[src/expg_pkg.sv]
// Shared types, command codes and constants of the Exp-Golomb bit writer.
package expg_pkg;

    localparam logic [2:0] CMD_FIX_ESC = 3'd0;
    localparam logic [2:0] CMD_FIX_RAW = 3'd1;
    localparam logic [2:0] CMD_UE      = 3'd2;
    localparam logic [2:0] CMD_SE      = 3'd3;
    localparam logic [2:0] CMD_FLUSH   = 3'd4;

    localparam int unsigned CODE_BITS      = 33;
    localparam int unsigned GOLOMB_W       = 17;
    localparam int unsigned FIXED_MAX_BITS = 32;
    localparam logic [16:0] UE_MAX_CODE    = 17'd131070;
    localparam logic [7:0]  PREVENT_BYTE   = 8'h03;
    localparam int unsigned QUEUE_DEPTH    = 2;

    // One job for the back end: code bits left-aligned in a 33-bit word
    typedef struct packed {
        logic [CODE_BITS-1:0] bits;
        logic [5:0]           count;
        logic                 esc;
        logic                 flush;
    } t_job;

    typedef struct packed {
        logic not_empty;
        logic not_full;
    } t_q_stat;

endpackage

[src/expg_if.sv]
// Request channel interfaces of the Exp-Golomb bit writer.
interface expg_in_if;
    logic               valid;
    logic               ready;
    logic [2:0]         cmd;
    logic [31:0]        uvalue;
    logic signed [16:0] svalue;
    logic [5:0]         bit_count;

    modport source (output valid, cmd, uvalue, svalue, bit_count, input ready);
    modport sink   (input valid, cmd, uvalue, svalue, bit_count, output ready);
endinterface

interface expg_out_if;
    logic       valid;
    logic       ready;
    logic [7:0] out_byte;
    logic       last;

    modport source (output valid, out_byte, last, input ready);
    modport sink   (input valid, out_byte, last, output ready);
endinterface

[src/expg_front.sv]
// Front end: accept requests, map them to left-aligned code jobs.
module expg_front (
    expg_in_if.sink          i_in,
    input  expg_pkg::t_q_stat i_q_stat,
    output logic             o_push,
    output expg_pkg::t_job   o_job
);
    import expg_pkg::*;

    logic [5:0]          cnt_sat;
    logic [16:0]         mag;
    logic [17:0]         mapped;
    logic [16:0]         code;
    logic [16:0]         code_p1;
    logic [4:0]          glen;
    logic [5:0]          gcount;
    logic [CODE_BITS-1:0] raw;
    logic [5:0]          count;
    logic                keep;

    always_comb begin
        cnt_sat = (i_in.bit_count > 6'(FIXED_MAX_BITS)) ? 6'(FIXED_MAX_BITS) : i_in.bit_count;

        // signed map: v > 0 to 2v-1, v <= 0 to -2v
        mag = i_in.svalue[16] ? (~i_in.svalue + 17'd1) : i_in.svalue;
        if (i_in.svalue[16] || (mag == 17'd0)) begin
            mapped = {mag, 1'b0};
        end else begin
            mapped = {mag, 1'b0} - 18'd1;
        end

        if (i_in.cmd == CMD_UE) begin
            code = (i_in.uvalue > 32'(UE_MAX_CODE)) ? UE_MAX_CODE : i_in.uvalue[16:0];
        end else begin
            code = (mapped > 18'(UE_MAX_CODE)) ? UE_MAX_CODE : mapped[16:0];
        end
        code_p1 = code + 17'd1;

        glen = 5'd0;
        for (int i = 0; i < GOLOMB_W; i++) begin
            if (code_p1[i]) begin
                glen = 5'(i + 1);
            end
        end
        gcount = {glen, 1'b0} - 6'd1;

        keep  = 1'b0;
        raw   = '0;
        count = 6'd0;
        o_job.esc   = 1'b1;
        o_job.flush = 1'b0;
        case (i_in.cmd)
            CMD_FIX_ESC, CMD_FIX_RAW: begin
                raw       = {1'b0, i_in.uvalue};
                count     = cnt_sat;
                keep      = (cnt_sat != 6'd0);
                o_job.esc = (i_in.cmd == CMD_FIX_ESC);
            end
            CMD_UE, CMD_SE: begin
                raw   = {16'd0, code_p1};
                count = gcount;
                keep  = 1'b1;
            end
            CMD_FLUSH: begin
                keep        = 1'b1;
                o_job.flush = 1'b1;
            end
            default: begin
                keep = 1'b0;
            end
        endcase

        o_job.count = count;
        o_job.bits  = raw << (6'(CODE_BITS) - count);
    end

    assign i_in.ready = i_q_stat.not_full;
    assign o_push     = i_in.valid && i_q_stat.not_full && keep;

endmodule

[src/expg_queue.sv]
// Short job queue between front and back end.
module expg_queue #(
    parameter int unsigned DEPTH = expg_pkg::QUEUE_DEPTH
) (
    input  logic               i_clk,
    input  logic               i_rst_n,
    input  logic               i_push,
    input  expg_pkg::t_job     i_job,
    input  logic               i_pop,
    output expg_pkg::t_job     o_head,
    output expg_pkg::t_q_stat  o_stat
);
    import expg_pkg::*;

    localparam int unsigned AW = $clog2(DEPTH);
    localparam int unsigned CW = $clog2(DEPTH + 1);

    t_job          r_mem [DEPTH];
    logic [AW-1:0] r_wr, n_wr;
    logic [AW-1:0] r_rd, n_rd;
    logic [CW-1:0] r_cnt, n_cnt;
    logic          do_push;
    logic          do_pop;

    assign o_stat.not_empty = (r_cnt != CW'(0));
    assign o_stat.not_full  = (r_cnt != CW'(DEPTH));
    assign do_push = i_push && o_stat.not_full;
    assign do_pop  = i_pop && o_stat.not_empty;
    assign o_head  = r_mem[r_rd];

    always_comb begin
        n_wr  = r_wr;
        n_rd  = r_rd;
        n_cnt = r_cnt;
        if (do_push) begin
            n_wr = (r_wr == AW'(DEPTH - 1)) ? AW'(0) : r_wr + AW'(1);
        end
        if (do_pop) begin
            n_rd = (r_rd == AW'(DEPTH - 1)) ? AW'(0) : r_rd + AW'(1);
        end
        if (do_push && !do_pop) begin
            n_cnt = r_cnt + CW'(1);
        end else if (do_pop && !do_push) begin
            n_cnt = r_cnt - CW'(1);
        end
    end

    always_ff @(posedge i_clk) begin
        if (!i_rst_n) begin
            r_wr  <= '0;
            r_rd  <= '0;
            r_cnt <= '0;
        end else begin
            r_wr  <= n_wr;
            r_rd  <= n_rd;
            r_cnt <= n_cnt;
        end
    end

    always_ff @(posedge i_clk) begin
        if (do_push) begin
            r_mem[r_wr] <= i_job;
        end
    end

endmodule

[src/expg_back.sv]
// Back end: pack job bits into bytes, apply emulation prevention, drive output.
module expg_back (
    input  logic              i_clk,
    input  logic              i_rst_n,
    input  expg_pkg::t_q_stat i_q_stat,
    input  expg_pkg::t_job    i_head,
    output logic              o_pop,
    expg_out_if.source        o_out
);
    import expg_pkg::*;

    logic                 r_busy, n_busy;
    logic [CODE_BITS-1:0] r_bits, n_bits;
    logic [5:0]           r_rem, n_rem;
    logic                 r_esc, n_esc;
    logic                 r_flush, n_flush;
    logic [7:0]           r_partial, n_partial;
    logic [2:0]           r_fill, n_fill;
    logic [1:0]           r_zrun, n_zrun;
    logic                 r_pend, n_pend;
    logic [7:0]           r_pend_byte, n_pend_byte;
    logic                 r_pend_last, n_pend_last;
    logic                 r_ov, n_ov;
    logic [7:0]           r_ob, n_ob;
    logic                 r_ol, n_ol;

    logic       free;
    logic [3:0] room;
    logic [3:0] take;
    logic [3:0] fill_sum;
    logic [7:0] merged;
    logic [5:0] rem_n;
    logic [7:0] fin_byte;
    logic       fin_last;
    logic       fin_do;
    logic       insert;

    assign free  = !r_ov || o_out.ready;
    assign o_pop = !r_busy && i_q_stat.not_empty;

    always_comb begin
        room     = 4'd8 - {1'b0, r_fill};
        take     = (r_rem < {2'b00, room}) ? r_rem[3:0] : room;
        fill_sum = {1'b0, r_fill} + take;
        merged   = r_partial | (r_bits[CODE_BITS-1 -: 8] >> r_fill);
        rem_n    = r_rem - {2'b00, take};

        n_busy      = r_busy;
        n_bits      = r_bits;
        n_rem       = r_rem;
        n_esc       = r_esc;
        n_flush     = r_flush;
        n_partial   = r_partial;
        n_fill      = r_fill;
        n_zrun      = r_zrun;
        n_pend      = r_pend;
        n_pend_byte = r_pend_byte;
        n_pend_last = r_pend_last;
        n_ov        = r_ov && !o_out.ready;
        n_ob        = r_ob;
        n_ol        = r_ol;

        fin_do   = 1'b0;
        fin_byte = merged;
        fin_last = (rem_n < 6'd8);

        if (o_pop) begin
            n_busy  = 1'b1;
            n_bits  = i_head.bits;
            n_rem   = i_head.count;
            n_esc   = i_head.esc;
            n_flush = i_head.flush;
        end else if (r_busy && free) begin
            if (r_pend) begin
                // release the data byte held behind an inserted 0x03
                n_ov   = 1'b1;
                n_ob   = r_pend_byte;
                n_ol   = r_pend_last;
                n_pend = 1'b0;
                n_busy = (r_rem != 6'd0);
            end else if (r_flush) begin
                n_busy = 1'b0;
                if (r_fill != 3'd0) begin
                    fin_do    = 1'b1;
                    fin_byte  = r_partial;
                    fin_last  = 1'b1;
                    n_partial = 8'd0;
                    n_fill    = 3'd0;
                end
            end else begin
                n_bits = r_bits << take;
                n_rem  = rem_n;
                n_busy = (rem_n != 6'd0);
                if (fill_sum[3]) begin
                    fin_do    = 1'b1;
                    n_partial = 8'd0;
                    n_fill    = 3'd0;
                end else begin
                    n_partial = merged;
                    n_fill    = fill_sum[2:0];
                end
            end
        end

        insert = r_esc && (r_zrun == 2'd2) && (fin_byte <= 8'd3);
        if (fin_do) begin
            n_ov = 1'b1;
            if (insert) begin
                n_ob        = PREVENT_BYTE;
                n_ol        = 1'b0;
                n_pend      = 1'b1;
                n_pend_byte = fin_byte;
                n_pend_last = fin_last;
                n_zrun      = 2'd0;
                n_busy      = 1'b1;
            end else begin
                n_ob = fin_byte;
                n_ol = fin_last;
                if (r_esc) begin
                    n_zrun = (fin_byte == 8'd0) ? r_zrun + 2'd1 : 2'd0;
                end
            end
        end
    end

    always_ff @(posedge i_clk) begin
        if (!i_rst_n) begin
            r_busy    <= 1'b0;
            r_pend    <= 1'b0;
            r_ov      <= 1'b0;
            r_partial <= 8'd0;
            r_fill    <= 3'd0;
            r_zrun    <= 2'd0;
        end else begin
            r_busy    <= n_busy;
            r_pend    <= n_pend;
            r_ov      <= n_ov;
            r_partial <= n_partial;
            r_fill    <= n_fill;
            r_zrun    <= n_zrun;
        end
    end

    always_ff @(posedge i_clk) begin
        r_bits      <= n_bits;
        r_rem       <= n_rem;
        r_esc       <= n_esc;
        r_flush     <= n_flush;
        r_pend_byte <= n_pend_byte;
        r_pend_last <= n_pend_last;
        r_ob        <= n_ob;
        r_ol        <= n_ol;
    end

    assign o_out.valid    = r_ov;
    assign o_out.out_byte = r_ob;
    assign o_out.last     = r_ol;

endmodule

[src/exp_golomb_bit_writer_epb.sv]
// Top level of the Exp-Golomb bit writer with emulation prevention.
// Each input request is one command: a fixed field of 1 to 32 bits (escaped
// or unescaped), an unsigned or signed Exp-Golomb code (code number clamped
// to 131070), or a flush that sends out the open byte zero-padded. Bits are
// packed MSB first; every completed byte leaves as one output request, with
// last set on the final byte that the command produced. On escaped fields,
// Exp-Golomb codes and flush, a byte of 0x00 to 0x03 after two zero bytes is
// preceded by an inserted 0x03, and the zero count restarts after each
// insertion. The front end classifies a request in the cycle it is accepted
// and queues a job; the back end loads a job, then packs it in chunks of up
// to eight bits, with a step of its own for each inserted 0x03. A 33-bit code
// always spans five chunks. Undefined commands and zero-length fields are
// dropped in the front end and never reach the back end. The byte packer in
// the back end emits at most one byte per cycle into its output register and
// holds while the output is stalled; the queue lets requests arrive while
// earlier ones are still being packed.
module exp_golomb_bit_writer_epb #(
    parameter int unsigned P_QUEUE_DEPTH = expg_pkg::QUEUE_DEPTH
) (
    input  logic       i_clk,
    input  logic       i_rst_n,
    expg_in_if.sink    i_in,
    expg_out_if.source o_out
);
    import expg_pkg::*;

    // Front end to queue
    logic    push;
    t_job    push_job;
    // Queue to back end
    logic    pop;
    t_job    head_job;
    t_q_stat q_stat;

    // Classify the request and build a left-aligned job
    expg_front u_front (
        .i_in     (i_in),
        .i_q_stat (q_stat),
        .o_push   (push),
        .o_job    (push_job)
    );

    // Hold jobs so that the front end keeps accepting while bytes drain
    expg_queue #(
        .DEPTH (P_QUEUE_DEPTH)
    ) u_queue (
        .i_clk   (i_clk),
        .i_rst_n (i_rst_n),
        .i_push  (push),
        .i_job   (push_job),
        .i_pop   (pop),
        .o_head  (head_job),
        .o_stat  (q_stat)
    );

    // Pack bytes, insert prevention bytes, drive the output register
    expg_back u_back (
        .i_clk    (i_clk),
        .i_rst_n  (i_rst_n),
        .i_q_stat (q_stat),
        .i_head   (head_job),
        .o_pop    (pop),
        .o_out    (o_out)
    );

endmodule

[src/flat_wrapper.sv]
// flat-port wrapper written by rule: the top's interface ports become plain ports
module exp_golomb_bit_writer_epb_flat import expg_pkg::*;
#(
    parameter int unsigned P_QUEUE_DEPTH = expg_pkg::QUEUE_DEPTH
)
  (i_clk, i_rst_n, i_in_valid, i_in_cmd, i_in_uvalue, i_in_svalue, i_in_bit_count, i_in_ready, o_out_valid, o_out_out_byte, o_out_last, o_out_ready);
  expg_in_if i_in_i ();
  expg_out_if o_out_i ();
  input  logic i_clk;
  input  logic i_rst_n;
  input wire logic [$bits(i_in_i.valid)-1:0] i_in_valid;
  input wire logic [$bits(i_in_i.cmd)-1:0] i_in_cmd;
  input wire logic [$bits(i_in_i.uvalue)-1:0] i_in_uvalue;
  input wire logic [$bits(i_in_i.svalue)-1:0] i_in_svalue;
  input wire logic [$bits(i_in_i.bit_count)-1:0] i_in_bit_count;
  output wire logic [$bits(i_in_i.ready)-1:0] i_in_ready;
  output wire logic [$bits(o_out_i.valid)-1:0] o_out_valid;
  output wire logic [$bits(o_out_i.out_byte)-1:0] o_out_out_byte;
  output wire logic [$bits(o_out_i.last)-1:0] o_out_last;
  input wire logic [$bits(o_out_i.ready)-1:0] o_out_ready;
  assign i_in_i.valid = i_in_valid;
  assign i_in_i.cmd = i_in_cmd;
  assign i_in_i.uvalue = i_in_uvalue;
  assign i_in_i.svalue = i_in_svalue;
  assign i_in_i.bit_count = i_in_bit_count;
  assign i_in_ready = i_in_i.ready;
  assign o_out_valid = o_out_i.valid;
  assign o_out_out_byte = o_out_i.out_byte;
  assign o_out_last = o_out_i.last;
  assign o_out_i.ready = o_out_ready;
  exp_golomb_bit_writer_epb #(.P_QUEUE_DEPTH(P_QUEUE_DEPTH)) u_core (.i_clk(i_clk), .i_rst_n(i_rst_n), .i_in(i_in_i), .o_out(o_out_i));
endmodule
[config.mk]
export PLATFORM = sky130hd
export DESIGN_NAME = exp_golomb_bit_writer_epb_flat
export DESIGN_NICKNAME = d
export VERILOG_FILES = /design/src/expg_pkg.sv /design/src/expg_if.sv /design/src/expg_front.sv /design/src/expg_queue.sv /design/src/expg_back.sv /design/src/exp_golomb_bit_writer_epb.sv /design/src/flat_wrapper.sv
export SDC_FILE = /design/constraint.sdc
export NUM_CORES = 1
export LEC_CHECK = 0
export ABC_AREA = 1
export BUFFER_PORTS_ARGS = -buffer_cell sky130_fd_sc_hd__buf_4
export CAP_MARGIN = 15
export CORE_UTILIZATION = 25
export DETAILED_ROUTE_END_ITERATION = 10
export GPL_TIMING_DRIVEN = 0
export SLEW_MARGIN = 5
export SYNTH_ARGS = -nofsm -noshare
export SYNTH_HDL_FRONTEND = slang
export SYNTH_SLANG_ARGS = --single-unit
[constraint.sdc]
create_clock -name i_clk -period 8.25 [get_ports i_clk]
set_input_delay 2.475 -clock i_clk [delete_from_list [all_inputs] [get_ports i_clk]]
set_output_delay 2.475 -clock i_clk [all_outputs]
set_load 0.01 [all_outputs]
# After elaboration in Yosys (flattened, before gate mapping)
# Memories as Yosys holds them, arrays and structs flattened. A register that Yosys moved wholly into a read port is not among the register bits.
# Cells that the tools add are included.
# op_classes
addsub	13
n_lt_le_gt_ge	6
eq_ne	10
shifts	3
mux	94
bitwise	4
reduce_logical	39
# op_table
op	n
$mux 33	4
$mux 8	13
$mux 5	16
$mux 17	4
$pmux 32 s2	1
$mux 1	39
$add 17x1->17 const B	2
$shl 33x4->33	1
$shl 33x6->33	1
$gt 32x17->1 const B	1
$mux 6	5
$gt 18x17->1 const B	1
$mux 18	1
$reduce_bool 6->1	3
$sub 18x1->18 const B	1
$logic_not 17->1	1
$not 17->17	1
$pmux 6 s2	1
$reduce_bool 2->1	6
$logic_and 1x1->1	11
$mux 2	5
$mux 3	3
$le 8x2->1 const B	1
$logic_not 8->1	1
other kinds (31)	46
# totals
reg_bits	79
mem_bits_rw	82
input_bits	62
output_inout_bits	11
memories	1
# mem_list
memory	depth	word_bits	rd	rd_ports_with_merged_regs	write_ports	line	source
u_core.u_queue.r_mem	2	41	1	1	1	expg_queue.sv:18	t_job r_mem [DEPTH];

# Logic depth before layout (Yosys ltp)
# Gate-level depths: netlist of run 1.
# logic_depth
ltp_word	31
mapped_depth	57
ltp_nobuf	55

# Modules after synthesis
# A second synthesis of run 1 with hierarchy kept.
# unflattened
hier_cells	1877
hier_area_um2	13322.8
# modules_own_cells
module	n_inst	cells_per_inst	area_per_inst_um2
expg_back	1	686	5185.0
expg_front	1	1026	4732.0
expg_queue	1	165	3405.8

# Least setup slack after synthesis of run 1
# Ideal clock, no wire load.
# synth_path
kind	input -> register
startpoint	input i_in_svalue[0]
endpoint	memory u_core.u_queue.r_mem[0][36] in the netlist's numbering, data pin
setup_ns	0.256
arrival_ns	7.903
required_ns	7.994
path_slack_ns	0.091
cell_stages	52
cell_sequence	inv_1 -> ha_1 -> nand2_4 -> nand2_1 -> inv_1 -> ha_1 -> nand2_1 -> nor2_2 -> nand3_2 -> nor2_4 -> nand2_4 -> nand2_4 -> buf_6 -> ha_1 -> nor2_1 -> nand3_1 -> nor2_1 -> nand2_1 -> [16 not listed] -> nand2_1 -> nand2_1 -> nand2_1 -> nand2_1 -> nand2_1 -> nand2_1 -> a21boi_0 -> ha_1 -> o21a_1 -> ha_1 -> clkbuf_1 -> inv_1 -> clkbuf_1 -> nand3_1 -> nand3_1 -> nand2_1 -> o21ai_1 -> nor2_1
# synth_rtl
item	line	source
from (decl)	flat_wrapper.sv:14	input wire logic [$bits(i_in_i.svalue)-1:0] i_in_svalue;
to (decl)	expg_queue.sv:18	

==> results list, run 1 <==
- The flow ran to the end, and the final reports show no timing, DRC or antenna violations.
- The total area inside the core boundary comes to 0.0502 mm^2.
* Switching power of the nets: 0.00219 W
- Cell mode on critical path: nand2_1
- Die outline width: 227 um
- For this run, asynchronously set or reset flops after synthesis account for 0%.
- The detailed router placed 12598 vias in this run.
* Endpoint type of the worst setup path: flop
* Adder-Cell Fraction of Synth Area: 2.29%
* Post-synthesis cell type with the largest combined area: edfxtp_1
- Die outline height: 227 um
* Post-Synth XOR/XNOR Area: 1.44%
- For this configuration, the core starts out at a cell density of 25.3%.
- Setup TNS: 0 ns
- Site Rows: 82
- Number of port buffers: 72
- Top cell family by delay on the critical path: simple AND/OR/NAND/NOR gates
* Type of the worst setup path: in2reg
- The number of global-route vias before repair is 12155.
- Proportion of netlist area held by the largest area contributor: 33.3%
- Routed WL per cell: 15.2 um
- By area, the combinational part of the netlist is dominated by simple AND/OR/NAND/NOR gates.
* Worst path required time: 8.43 ns
- Once layout is done, the placed cells without fillers occupy 0.0153 mm^2.
- The number of slew-limit violations in the final report is 0.
- Kind of start point of the critical path: primary input
* Remaining max-slew budget at the tightest pin: 37.7%
* Clock power share: 17.0%
- Area delta synth->final: 20.9%
- Antenna violations before repair: 0
- Clock tree from TritonCTS: yes
- The clock passes through at most 2 buffers.
* Routed vias/inst: 4.82
* Fraction of power spent switching nets: 47.1%
- For this design the static power due to leakage is 6.43 nW.
- Buffers and inverters on the worst path: 8
- Buffer type at the clock tree root: clkbuf_16
* Simple-Gate Fraction of Synth Area: 36.2%
- Across the run, the number of max-cap violations was 0.
- Detailed-placement wirelength estimate: 32200 um
- Synthesis instantiated 58 different standard cells from the library.
* Pwr dens: 303 mW/mm^2
- Buffers inserted to repair hold after CTS numbered 0.
- The Yosys step of the flow raised 0 warnings.
* Pin slew with the least headroom to its limit: 0.928 ns
- In the synthesized netlist, the cells that appear most often are nand2_1, nand3_1, inv_1.
- After detailed routing, the number of remaining DRC violations is 0.
* Critical path peak fanout: 10
* Setup slack after layout: 0.316 ns
- The H-tree was split into 4 levels.
- CTS Buf Count: 17
- Share of post-route cells with drive strength above 1: 16.3%
- Cell with the most instances after synthesis: nand2_1
- Average size of a mapped cell: 7.02 um^2
- Post-route ant nets: 0
- The worst-case IR drop observed on VDD is 170 uV.
- The most used flip-flop cell after synthesis is edfxtp_1.
- Global routing used 15.3% of the available tracks across all layers.
- Data on the critical path arrives at its endpoint at 8.11 ns.
- Entering global routing, the biggest net connects 38 pins.
- The clock drives 162 sinks.
- Detailed-router iteration count before antenna repair: 6
- Worst reg2reg path depth: 20
- Counting buffers and inverters, the worst setup path is 47 cells deep.
- Remaining global-route overflow: 0
* Final routed wirelength across all metal layers: 39800 um
- Sequential area share after synthesis: 36.7%
* Placer Congestion: 0.945
- Maximum cell stage delay along the critical path: 0.26 ns
- Global-route wire length before repair: 63200 um
- The clock reaches the later pin of the worst-skew pair after 0.44 ns.
- The min-delay analysis places its worst path in the category reg2reg.
* Max Clock Freq: 0.126 GHz
- Counting every instance in the synthesized netlist gives 1809.
- IO Pins: 73
* Final clock skew: 0.0122 ns
- # placed instances: 2556
- After the flow finishes, the layout carries non-filler instances totaling 2614.
* Antenna fix cells: 0
- Clock input transition at the sequential cells of the worst setup and hold paths: 0.07 ns
- Final critical path time including I/O delays and setup: 7.93 ns
* Compound-gate portion of the synthesized area: 11.8%
* Placement-stage worst setup slack: -1.59 ns
- Combinational share of power: 54.2%
- Ratio of final minimum period to clock period: 96.2%
- For this block, the initial DRC count from the detailed router was 1005.
- Summing every instance area after synthesis gives 0.0127 mm^2.
* Placed inst area: 0.0142 mm^2
- The die covers 0.0517 mm^2.
* Most area-consuming cells after synthesis: edfxtp_1, nand2_1, nand3_1, inv_1, nor2_1
* Endpoints failing setup: 0
- Sequential share of power: 28.9%
* Number of flops mapped to enable cells by yosys: 141
* Mux contribution to synthesized area: 3.07%
* Internal power consumption: 0.00246 W
* Net count after synthesis: 1893
* Number of hold violations in the final report: 0
- Counting instances, the worst hold path has a depth of 2.
* Synth Register Bits: 162
- Crit-path slowest cell: o21a_2
* Final layout net count: 2013
timing repair:
item / 4_1_cts / 5_1_grt
endpoints found under the setup margin: 66 / 66
cloned: 0 / 4
setup buffers: 7 / 16
pin swaps: 11 / 29
gates resized for setup: 31 / 80
per-stage QoR:
stage          hold WS [ns]  utilization, %  total power [W]
4_1_cts               0.463            29.7          0.00457
3_5_place_dp          0.453            28.2          0.00377
2_1_floorplan         0.425               -          0.00301
6_report              0.460            30.6          0.00465
3_3_place_gp          0.436            28.1          0.00371
5_1_grt               0.478            30.6          0.00499
power groups by stage:
| stage | logic [W] | clock network, W | registers (W) |
|---|---|---|---|
| 6_report | 0.00252 | 0.000789 | 0.00134 |
| 5_1_grt | 0.00280 | 0.000831 | 0.00136 |
| 4_1_cts | 0.00243 | 0.000800 | 0.00134 |
| 3_5_place_dp | 0.00241 | 0 | 0.00136 |
| 3_3_place_gp | 0.00235 | 0 | 0.00137 |
| 2_1_floorplan | 0.00168 | 0 | 0.00133 |
cells by family (layout without fill, tap and decap cells):
kind of cell,count (synthesis),after routing
AO/OA/AOI/OAI,255,255
AND/OR/NAND/NOR,1049,1049
XOR/XNOR,20,20
buffers and inverters,262,395
multiplexers,39,39
flip-flops,162,162
adder cells (fa/ha/maj),22,22
cell usage in the layout, fill, tap and decap left out, types with 5 or more instances in the layout:
master	count
nand3b_1	6
nand2_4	10
buf_8	6
nor2_1	136
xor2_1	11
o21ai_1	18
nand2_2	35
dfxtp_1	21
edfxtp_1	141
a31oi_1	24
inv_6	6
o21ai_0	98
nor4_1	9
mux2i_1	39
a21oi_2	7
buf_6	9
nand4_1	20
ha_4	5
nor2_4	14
a21oi_1	50
xnor2_1	6
or2_2	8
buf_2	8
inv_1	160
o22ai_1	6
inv_2	19
nand3_1	198
nand2_1	556
ha_1	15
o211ai_1	10
nor2_2	24
nand3_2	17
clkinv_1	5
clkbuf_16	20
nor3_1	11
o221ai_1	10
clkbuf_1	45
buf_4	99
state kept, by name, summed over array words and instances (netlist names), named ones only:
name and flops:
u_core.u_back.r_esc 1, u_core.u_back.r_zrun 2, u_core.u_back.r_partial 8, u_core.u_back.o_out.last 1, u_core.u_back.r_pend_last 1, u_core.u_queue.r_wr 1
u_core.u_back.r_bits 33, u_core.u_back.r_busy 1, u_core.u_queue.r_cnt 2, u_core.u_queue.r_rd 1, u_core.u_back.r_rem 6, u_core.u_back.r_fill 3
u_core.u_back.o_out.out_byte 8, u_core.u_back.r_pend_byte 8, u_core.u_back.r_pend 1, u_core.u_queue.r_mem 82, u_core.u_back.r_flush 1, u_core.u_back.o_out.valid 1
worst min-delay path, cell delays in order (launching register included):
cell     delay, ns
dfxtp_1       0.32
inv_1         0.05
a21oi_1       0.05
metal layers:
metal / global-route usage [%] / vias to the layer above / share of wire [%]
met5: 0 / - / 0
met4: 4.33 / 0 / 2.7
met3: 1.60 / 65 / 3.7
met2: 27.4 / 358 / 49
met1: 19.2 / 5874 / 44
li1: - / 6301 / -
layout make-up:
type / instances / area (um^2)
Inverter: 186 / 708
Fill cell: 5464 / 34800
Buffer: 75 / 438
Multi-Input combinational cell: 1385 / 7250
Timing Repair Buffer: 101 / 856
Tap cell: 672 / 841
Clock inverter: 14 / 155
Sequential cell: 162 / 4650
Timing Repair inverter: 1 / 6.26
Clock buffer: 18 / 439
path summary, 6_finish.rpt:
| check | start | to | slack (ns) |
|---|---|---|---|
| worst max-delay path | i_in_svalue[16] | u_core.u_queue.r_mem[1][26] | 0.32 |
| worst min-delay path | u_core.u_back.r_partial[7] | u_core.u_back.r_partial[7] | 0.46 |
| worst min register to register | u_core.u_back.r_partial[7] | u_core.u_back.r_partial[7] | 0.46 |
| worst max register to register | u_core.u_back.r_fill[1] | u_core.u_back.o_out.last | 2.29 |
Note: power is estimated with default switching activity, not from simulation.
==> run 2: changes to the inputs <==
clock period = 7.7 ns   (was 8.25 ns; I/O delays follow)
==> results list, run 2 (synthesized netlist as in run 1, its figures left out) <==
- The run finished, with violations left.
* Violated checks: setup timing
- Worst hold path class: reg2reg
- Crit-path slowest cell: ha_1
- The number of slew-limit violations in the final report is 0 (unchanged).
- The power density over the cells came to 310 mW/mm^2 (+2.1%).
- Max Clock Freq: 0.130 GHz
* Type of the worst setup path: in2reg
- Clock input transition at the sequential cells of the worst setup and hold paths: 0.08 ns (about the same)
- Unrepaired setup endpoints after global routing: yes
- Placement-stage worst setup slack: -1.36 ns (+0.232 ns)
- The max-cap check violation count came to 0 (unchanged).
- The worst hold path begins at u_core.u_queue.r_rd.
* Endpoints failing setup: 2 (+2)
* Ratio of final minimum period to clock period: 100%
- Detailed-placement wirelength estimate: 31500 um (-2.0%)
- The worst clock skew came to 0.0117 ns (-0.000521 ns).
- Clock tree from TritonCTS: yes
* # hold bufs at CTS: 0 (unchanged)
* # placed instances: 2556 (unchanged)
- Worst r2r src: u_core.u_back.r_fill[1]
- The effective utilization at floorplan was 25.3% (unchanged).
* Top Registers: u_core.u_queue.r_mem (82), u_core.u_back.r_bits (33)
* Clock insertion delay at the later pin of the skew report: 0.43 ns (about the same)
* Hold path endpoint: u_core.u_queue.r_rd
- Kind of start point of the critical path: primary input
- End of the worst register-to-register path: u_core.u_back.o_out.last
* Die outline width: 227 um (unchanged)
- The worst path required time was 7.89 ns (-0.54 ns).
- Cell mode on critical path: nand2_1
- The standby leakage power came to 6.92 nW (+7.6%).
* Maximum cell stage delay along the critical path: 0.34 ns (+0.08 ns)
- Antenna violations before repair: 0 (unchanged)
- The number of DRC violations after detailed-routing iteration 0 was 951 (-5.4%).
* Number of hold violations in the final report: 0 (unchanged)
- The number of nets in the final layout is 2061 (+2.4%).
* Antenna fix cells: 0 (unchanged)
- Most common cell after layout, fill and taps aside: nand2_1
* Post-route ant nets: 0 (unchanged)
- The smallest clock period supported by the final layout is computed as 7.70 ns.
* Cell depth of the worst hold path: 1 (-1)
* Overall die area: 0.0517 mm^2 (unchanged)
- The number of iterations in the first detailed-routing pass came to 5 (-1).
- STA classifies the critical path endpoint as a flop.
* Placer Congestion: 0.957 (+1.3%)
* H-tree depth reported by CTS: 4 (unchanged)
- GRT Total Usage: 15.3% (+0.065 points)
- Setup slack after layout: -0.00302 ns (-0.319 ns)
- Share of post-route cells with drive strength above 1: 26.2% (+9.9 points)
- Buffer depth of the longest clock path: 2 (unchanged)
- Largest register by flop count: u_core.u_queue.r_mem
- CTS Buf Count: 17 (unchanged)
* Site Rows: 82 (unchanged)
- Routed vias/inst: 4.90 (+1.7%)
- The clock sink count came to 162 (unchanged).
- The wire length per cell after detailed routing was 15.4 um (+1.2%).
- Largest net degree at the start of global routing: 32 (-16%)
- The peak fanout along the critical path is 8 (-2).
- Area delta synth->final: 32.0%
- The total wirelength of the detailed-routed design was 41000 um (+3.0%).
- The overall die height was 227 um (unchanged).
- The worst vdd rail ir drop was 162 uV (-4.6%).
- IO Pins: 73 (unchanged)
* Detailed-route DRC error count: 0 (unchanged)
* Layout Utilization: 33.4% (+2.8 points)
- The number of standard cells in the final layout excluding fillers was 2662 (+1.8%).
- Routed via count: 13049 (+3.6%)
* Remaining max-slew budget at the tightest pin: 38.2% (+0.50 points)
* Remaining global-route overflow: 0 (unchanged)
* Fill cell total of the finished layout: 5228 (-4.3%)
* Leading cell types in the layout, fill and taps excluded: nand2_1, nand3_1, inv_1, edfxtp_1, buf_4
* Buffer type at the clock tree root: clkbuf_16
* Arrival time of the worst setup path: 7.90 ns (-0.21 ns)
- The flip-flop count of the largest register, all copies and words added is 82 (unchanged).
* Global-route wire length before repair: 63800 um (+1.0%)
- Number of port buffers: 72 (unchanged)
* Number of global-route vias before repair: 12285 (+1.1%)
- R2R Setup Slk: 1.89 ns (-0.40 ns)
- The pin slew with the least headroom to its limit came to 0.921 ns (-0.00738 ns).
* Worst reg2reg path depth: 20 (unchanged)
- The core area is 0.0502 mm^2 (unchanged).
-- run 2: what timing repair did --
item | CTS | global route
setup endpoints to repair | 66 | 66
gates cloned | 1 | 8
pin swaps | 34 | 117
buffers inserted | 25 | 40
gates resized for setup | 69 | 267
-- run 2: worst max-delay path, delay by kind of cell --
family          cells  cell delay [ns]
simple gates       33             2.77
fa+ha+maj           6             1.32
buf+inv            10             1.10
compound gates      2             0.40
-- run 2: worst max-delay path by stage --
stage / from / end / slack, ns
2_1_floorplan: i_in_svalue[0] / u_core.u_queue.r_mem[0][36] / 0.03
3_3_place_gp: i_in_svalue[0] / u_core.u_queue.r_mem[1][39] / -1.28
3_5_place_dp: i_in_svalue[0] / u_core.u_queue.r_mem[1][39] / -1.36
4_1_cts: i_in_svalue[0] / u_core.u_queue.r_mem[1][33] / 0.002
5_1_grt: i_in_svalue[0] / u_core.u_queue.r_mem[0][36] / -0.32
6_report: i_in_svalue[0] / u_core.u_queue.r_mem[0][25] / -0.003
-- run 2: metrics by stage --
step / cell area [um^2] / total power, W / setup TNS (ns) / hold WS (ns)
5_1_grt: 16800 / 0.00555 / -14.28 / 0.480
2_1_floorplan: 12700 / 0.00323 / 0 / 0.425
3_5_place_dp: 14200 / 0.00402 / -74.35 / 0.453
3_3_place_gp: 14100 / 0.00396 / -67.71 / 0.435
4_1_cts: 15200 / 0.00491 / 0 / 0.455
6_report: 16800 / 0.00519 / -0.00591 / 0.455
-- run 2: layout make-up --
class / count / area (um^2) / area share (%)
flip-flops and latches: 162 / 4650 / 27.8
well taps: 672 / 841 / 5.02
plain buffers: 76 / 526 / 3.14
repair buffers: 149 / 1320 / 7.90
multi-input cells: 1385 / 8110 / 48.4
inverters: 186 / 719 / 4.29
clock inverters: 15 / 160 / 0.956
clock buffers: 17 / 425 / 2.54
-- run 2: where the power goes --
group / total (W) / switching (W) / internal (W)
registers: 0.00144 / 0.000108 / 0.00133
clock network: 0.000831 / 0.000397 / 0.000434
logic: 0.00292 / 0.00194 / 0.000980
total: 0.00519 / 0.00244 / 0.00275
-- run 2: layer usage --
layer	GRT usage [%]	share of wire [%]
met5	0	0
met4	3.72	2.5
met3	1.60	4.2
met2	28.1	50
met1	19.1	43
